==> src/design/olir_pkg.sv <==
// Package: shared types and codes for the ordered list with positional insert and remove.
`default_nettype none
package olir_pkg;

    // Widths of the word fields, fixed by the channel format.
    localparam int unsigned OPCODE_W   = 3;
    localparam int unsigned VALUE_W    = 32;
    localparam int unsigned POSITION_W = 7;
    localparam int unsigned STATUS_W   = 2;
    localparam int unsigned LENGTH_W   = 7;

    // Operation codes carried by an input word.
    typedef enum logic [OPCODE_W-1:0] {
        OP_ADD_HEAD    = 3'd0,
        OP_ADD_TAIL    = 3'd1,
        OP_REMOVE_HEAD = 3'd2,
        OP_REMOVE_TAIL = 3'd3,
        OP_CLEAR       = 3'd4,
        OP_INSERT_AT   = 3'd5,
        OP_REMOVE_AT   = 3'd6
    } opcode_t;

    // Result status codes.
    typedef enum logic [STATUS_W-1:0] {
        ST_DONE    = 2'd0,
        ST_IGNORED = 2'd1,
        ST_FULL    = 2'd2
    } status_t;

    // Command broadcast to every cell of the row.
    typedef enum logic [1:0] {
        CMD_HOLD   = 2'd0,
        CMD_INSERT = 2'd1,
        CMD_REMOVE = 2'd2
    } cell_cmd_t;

endpackage
`default_nettype wire

==> src/design/olir_cell.sv <==
// Module: one storage cell of the list row, shifting with its neighbors.
`default_nettype none
module olir_cell
    import olir_pkg::*;
#(
    parameter int unsigned CW    = 7,
    parameter int unsigned INDEX = 0
) (
    input  wire logic                      clk,
    input  wire cell_cmd_t                 cmd,
    input  wire logic [CW-1:0]             pos,
    input  wire logic signed [VALUE_W-1:0] new_value,
    input  wire logic signed [VALUE_W-1:0] left_value,
    input  wire logic signed [VALUE_W-1:0] right_value,
    output logic signed [VALUE_W-1:0]      value,
    output logic signed [VALUE_W-1:0]      hit_value
);

    localparam logic [CW-1:0] MY_INDEX = CW'(INDEX);

    logic signed [VALUE_W-1:0] value_reg;
    logic signed [VALUE_W-1:0] value_next;

    // Insert opens a gap at pos; remove closes the gap at pos.
    always_comb
    begin
        value_next = value_reg;
        case (cmd)
            CMD_INSERT:
            begin
                if (MY_INDEX > pos)
                begin
                    value_next = left_value;
                end
                else if (MY_INDEX == pos)
                begin
                    value_next = new_value;
                end
            end
            CMD_REMOVE:
            begin
                if (MY_INDEX >= pos)
                begin
                    value_next = right_value;
                end
            end
            default:
            begin
                value_next = value_reg;
            end
        endcase
    end

    // Payload register, no reset needed.
    always_ff @(posedge clk)
    begin
        value_reg <= value_next;
    end

    // Offer the stored value when this cell is the one addressed.
    assign hit_value = (MY_INDEX == pos) ? value_reg : '0;
    assign value     = value_reg;

endmodule
`default_nettype wire

==> config.mk <==
export PLATFORM = sky130hd
export DESIGN_NAME = olir_cell
export DESIGN_NICKNAME = d
export VERILOG_FILES = /design/src/design/olir_pkg.sv /design/src/design/olir_cell.sv
export SDC_FILE = /design/constraint.sdc
export NUM_CORES = 1
export LEC_CHECK = 0
export BUFFER_PORTS_ARGS = -buffer_cell sky130_fd_sc_hd__buf_2
export CORE_MARGIN = 4
export CORE_UTILIZATION = 38
export CTS_CLUSTER_SIZE = 40
export DETAILED_ROUTE_END_ITERATION = 8
export PLACE_DENSITY = 0.84
export SLEW_MARGIN = 20
export SYNTH_ARGS = -nofsm -noshare
export SYNTH_HDL_FRONTEND = slang
export SYNTH_SLANG_ARGS = --single-unit
export TNS_END_PERCENT = 5
==> constraint.sdc <==
create_clock -name clk -period 5.4 [get_ports clk]
set_input_delay 0.54 -clock clk [delete_from_list [all_inputs] [get_ports clk]]
set_output_delay 0.54 -clock clk [all_outputs]
set_load 0.01 [all_outputs]
==> out/metrics.yaml, run 1 <==
ios: 170
port_buffers: 137
synth.area.top_cells: "edfxtp_1 (51%), mux2_2 (18%), nor3_2 (16%)"
hold_path_class: "in -> reg"
cap_violations: 0
cp_data_arrival_time_ns: 1.93
fin_crit_sh: 0.457
cp_slowest_cell: "or3_2"
synth_top_area_share: 0.506
drc: 0
ys.flop_type: "edfxtp_1"
largest_register_ffs: 32
fillCellCount: 435
synth_async_sr_flop_share: 0
end_kind: "primary output"
peakVddDrop_uv: 136
routed_wl_mm: 4.74
vias_per_cell: 4.52
cts_made_buffers: 5
core_sq_um: 4790
hpwlAfterDp_mm: 3.58
ant_nets: 0
syn_inst: 145
path_cells: "buf_2, or3_2, nor3_2, buf_2"
setup_viol: 0
synth-edff-count: 32
yosysTopAreaCell: "edfxtp_1"
die_area_sq_um: 6190
critPathMaxStageDelay_ns: 0.87
utilization: 0.556
grt_antenna_before_repair: 0
max_freq_ghz: 0.406
synth.top_cells.by_count: "edfxtp_1 (32), inv_1 (32), mux2_2 (30), nor3_2 (30), buf_2 (6)"
cts_setup_buffers: 0
critPathBufInv: 2
leakagePower_nw: 1.25
power_mw: 0.514
tightestPinTransition_ns: 0.937
overflow: 0
fin_ws_ns: 2.93
period_needed_ns: 2.47
cts_sinks: 32
grt_first_pass_wirelength_mm: 7.44
htreeDepth: 2
min_to: "value[6]"
status: "completed"
clockBufferDepth: 2
fp.dieW_um: 78.7
finalSetupTns_ns: 0
worstHoldPathCells: 2
yosys_warnings: 0
cts_tree: "built"
hold_viol: 0
drtPass1Iterations: 3
power_density_nw_per_um2: 193
area_delta_synth_final_pct: 40.1
synth-seq-cells: 32
vias: 1564
final_max_slew_viol_count: 0
grt_usage: 0.156
grt_max_degree: 34
worstSetupPathType: "in -> out"
antennaDiodeCount: 0
path_delay_family: "simple AND/OR/NAND/NOR gates"
cts_resized: 0
synth_nets: 251
avgSynthCellArea_sq_um: 13.1
whs_ns: 0.549
cp_common_cell: "buf_2"
drt_iter0_drc: 43
syn-cell-area_sq_um: 1900
crit_path_max_fanout: 33
synth_cell_types: 14
die_h_um: 78.7
initial_utilization: 0.397
cts.root.buffer_cell: "clkbuf_8"
worstSetupStartpoint: "pos[3]"
cts.clk_slew.worst_paths_ns: 0.06
rows: 25
required_ns: 4.86
grt_pass1_vias: 1537
relSlewSlack: 0.375
nets: 384
rsz0062_at_grt: "false"
yosysSeqAreaShare: 0.506
ctsHoldBuffers: 0
worst_setup_path_start_kind: "primary input"
wl_per_cell_um: 13.7
drive_gt1_frac: 0.742
preCtsSetupSlack_ns: 2.82
routabilityCongestion: 0.727
worstHoldStart: "new_value[6]"
[cell families after synthesis]
family / count (synthesis) / share of synthesized area
XOR/XNOR: 1 / 0.00462
multiplexers: 32 / 0.190
buffers and inverters: 44 / 0.121
AND/OR/NAND/NOR: 36 / 0.179
flip-flops: 32 / 0.506
[routing by layer]
layer,GRT usage,wire (um),vias to the layer above
li1,-,-,760
met1,0.161,1710,732
met2,0.301,2640,67
met3,0.0367,337,5
met4,0.0594,51,0
met5,0,0,-
[layout by cell type (no fill, tap or decap)]
master	count
buf_2	137
buf_4	1
clkbuf_1	2
clkbuf_8	5
clkinv_1	1
edfxtp_1	32
inv_1	32
mux2_1	2
mux2_2	30
nor2b_4	1
nor3_1	2
nor3_2	31
or3_2	1
or4_4	1
xnor2_1	1
[how the worst max path moves through the flow]
stage,to,slack (ns),cells after the start
after floorplan,value[0],1.48,3
after global placement,value[26],2.85,4
after detailed placement,value[29],2.82,4
after CTS,hit_value[31],2.91,4
after global routing,hit_value[31],2.81,4
final,hit_value[28],2.93,4
[cell type report]
cell class	instances	area [sq um]	share of cell area
sequential	32	961	0.361
multi-input combinational	69	722	0.271
timing repair buffer	138	693	0.261
inverter	32	120	0.0452
tap	67	83.8	0.0315
clock buffer	7	76.3	0.0287
clock inverter	1	3.75	0.00141
[through the flow]
stage / cell area [sq um] / instances
after floorplan: 1900 / 145
after global placement: 2580 / 338
after detailed placement: 2580 / 338
after CTS: 2660 / 346
after global routing: 2660 / 346
final: 2660 / 346
[report_power, final]
group          total [mW]  internal [mW]  leakage [nW]  switching (mW)
combinational      0.0648         0.0382         0.918          0.0266
sequential          0.277          0.276         0.288        0.000451
clock               0.172         0.0896        0.0399          0.0827
total               0.514          0.404          1.25           0.110
No activity file was read; power rests on OpenSTA's default activity.
==> run 2: changes to the inputs <==
==> constraint.sdc (replaced) <==
create_clock -name clk -period 2.43 [get_ports clk]
set_input_delay 0.243 -clock clk [delete_from_list [all_inputs] [get_ports clk]]
set_output_delay 0.243 -clock clk [all_outputs]
set_load 0.01 [all_outputs]
==> run 2 against run 1 <==
  * Clock-buffer cell count is the same
  * Routed wire length grew 4.3%
  * Design area grew 2.3%
  * Core utilization grew 1.3 points
  * Die area is the same
  * Sequential power grew 120%
  * Combinational power grew 140%
  * Sequential share of layout area shrank 0.81 points
  * Flip-flop and latch count is the same
  * Non-clock buffer count grew 4
  * Global-route usage grew 0.44 points
==> out/metrics.yaml, run 2 (synthesis gave the netlist of run 1 again) <==
worstSetupPathType: "in -> out"  # unchanged
wl_per_cell_um: 14.1  # was 13.7 um
routed_wl_mm: 4.94  # was 4.74 mm
leakagePower_nw: 1.28  # was 1.25 nW
worstHoldPathCells: 2  # unchanged
cts_setup_buffers: 0  # unchanged
cts_sinks: 32  # unchanged
vias_per_cell: 4.48  # was 4.52
fin_crit_sh: 0.785
finalSetupTns_ns: 0  # unchanged
period_needed_ns: 1.91
placed_cells: 342  # was 338
die_area_sq_um: 6190  # unchanged
worstHoldStart: "new_value[6]"  # unchanged
layout_common_cells: "buf_2 (137), inv_1 (32), edfxtp_1 (32)"  # unchanged
final_common_cell: "buf_2"  # unchanged
min_to: "value[6]"  # unchanged
crit_path_max_fanout: 17  # was 33
final_max_slew_viol_count: 0  # unchanged
power_density_nw_per_um2: 422  # was 193 nW/um^2
grt_pass1_vias: 1594  # was 1537
fp.dieW_um: 78.7  # unchanged
max_freq_ghz: 0.524
nets: 388  # was 384
final_cell_area_sq_um: 2720  # was 2660 sq um
end_kind: "primary output"  # unchanged
peakVddDrop_uv: 304  # was 136 uV
drive_gt1_frac: 0.746  # was 0.742
worst_setup_path_start_kind: "primary input"  # unchanged
fin_ws_ns: 0.523  # was 2.93 ns
initial_utilization: 0.397  # unchanged
ant_nets: 0  # unchanged
cts_tree: "built"  # unchanged
cts.clk_slew.worst_paths_ns: 0.06  # about the same
rsz0062_at_grt: "false"  # unchanged
antennaDiodeCount: 0  # unchanged
ctsHoldBuffers: 0  # unchanged
hold_viol: 0  # unchanged
required_ns: 2.19  # was 4.86 ns
cts_resized: 0  # unchanged
die_h_um: 78.7  # unchanged
cts_made_buffers: 5  # unchanged
htreeDepth: 2  # unchanged
grt_first_pass_wirelength_mm: 7.62  # was 7.44 mm
setup_viol: 0  # unchanged
placed_cell_area_sq_um: 2640  # was 2580 sq um
core_sq_um: 4790  # unchanged
tightestPinTransition_ns: 0.531  # was 0.937 ns
drt_iter0_drc: 42  # was 43
routabilityCongestion: 0.744  # was 0.727
cts.root.buffer_cell: "clkbuf_8"  # unchanged
drc: 0  # unchanged
area_delta_synth_final_pct: 43.4  # was 40.1%
hpwlAfterDp_mm: 3.96  # was 3.58 mm
clockBufferDepth: 2  # unchanged
cp_data_arrival_time_ns: 1.66  # was 1.93 ns
final_cells: 350  # was 346
largest_register_ffs: 32  # unchanged
fillCellCount: 423  # was 435
vias: 1568  # was 1564
relSlewSlack: 0.645  # was 0.375
overflow: 0  # unchanged
grt_antenna_before_repair: 0  # unchanged
cap_violations: 0  # unchanged
status: "completed"  # unchanged
hold_path_class: "in -> reg"  # unchanged
preCtsSetupSlack_ns: 0.517  # was 2.82 ns
rows: 25  # unchanged
ios: 170  # unchanged
drtPass1Iterations: 4  # was 3
port_buffers: 137  # unchanged
grt_max_degree: 33  # was 34
grt_usage: 0.161  # was 0.156
-- run 2: per-stage QoR --
step                hold WS (ns)  utilization  total power [mW]
global placement           0.529        0.552             0.775
global route               0.242        0.569              1.21
CTS                        0.236        0.569              1.17
detailed placement         0.535        0.552             0.780
finish                     0.258        0.569              1.15
floorplan                  0.444            -             0.710
-- run 2: area by class of cell --
class                   instances  area [sq um]  area share
clock buffers                   7          76.3      0.0280
clock inverters                 1          3.75     0.00138
inverters                      32           120      0.0441
multi-input cells              69           728       0.268
flip-flops and latches         32           961       0.353
well taps                      67          83.8      0.0308
repair buffers                142           748       0.275
-- run 2: report_power, final --
group,switching [mW],internal (mW)
combinational,0.0625,0.0902
clock,0.181,0.199
sequential,0.000995,0.614
-- run 2: worst max-delay path by stage --
stage | startpoint | cells past startpoint | endpoint | slack (ns)
after floorplan | pos[2] | 3 | value[0] | 0.26
after global placement | pos[2] | 5 | hit_value[24] | 0.54
after detailed placement | pos[2] | 5 | hit_value[23] | 0.52
after CTS | pos[2] | 5 | hit_value[23] | 0.52
after global routing | pos[2] | 5 | hit_value[17] | 0.46
final | pos[2] | 5 | hit_value[20] | 0.52
-- run 2: layer usage --
metal | part of all wire | track usage | routed length, um
met5 | 0 | 0 | 0
met4 | 0.015 | 0.0612 | 72
met3 | 0.075 | 0.0482 | 371
met2 | 0.56 | 0.302 | 2750
met1 | 0.35 | 0.165 | 1750
-- run 2: worst max-delay path, cell delays in order --
cell,delay (ns)
buf_2,0.10
or4_4,0.69
buf_4,0.29
nor3_2,0.18
buf_2,0.15
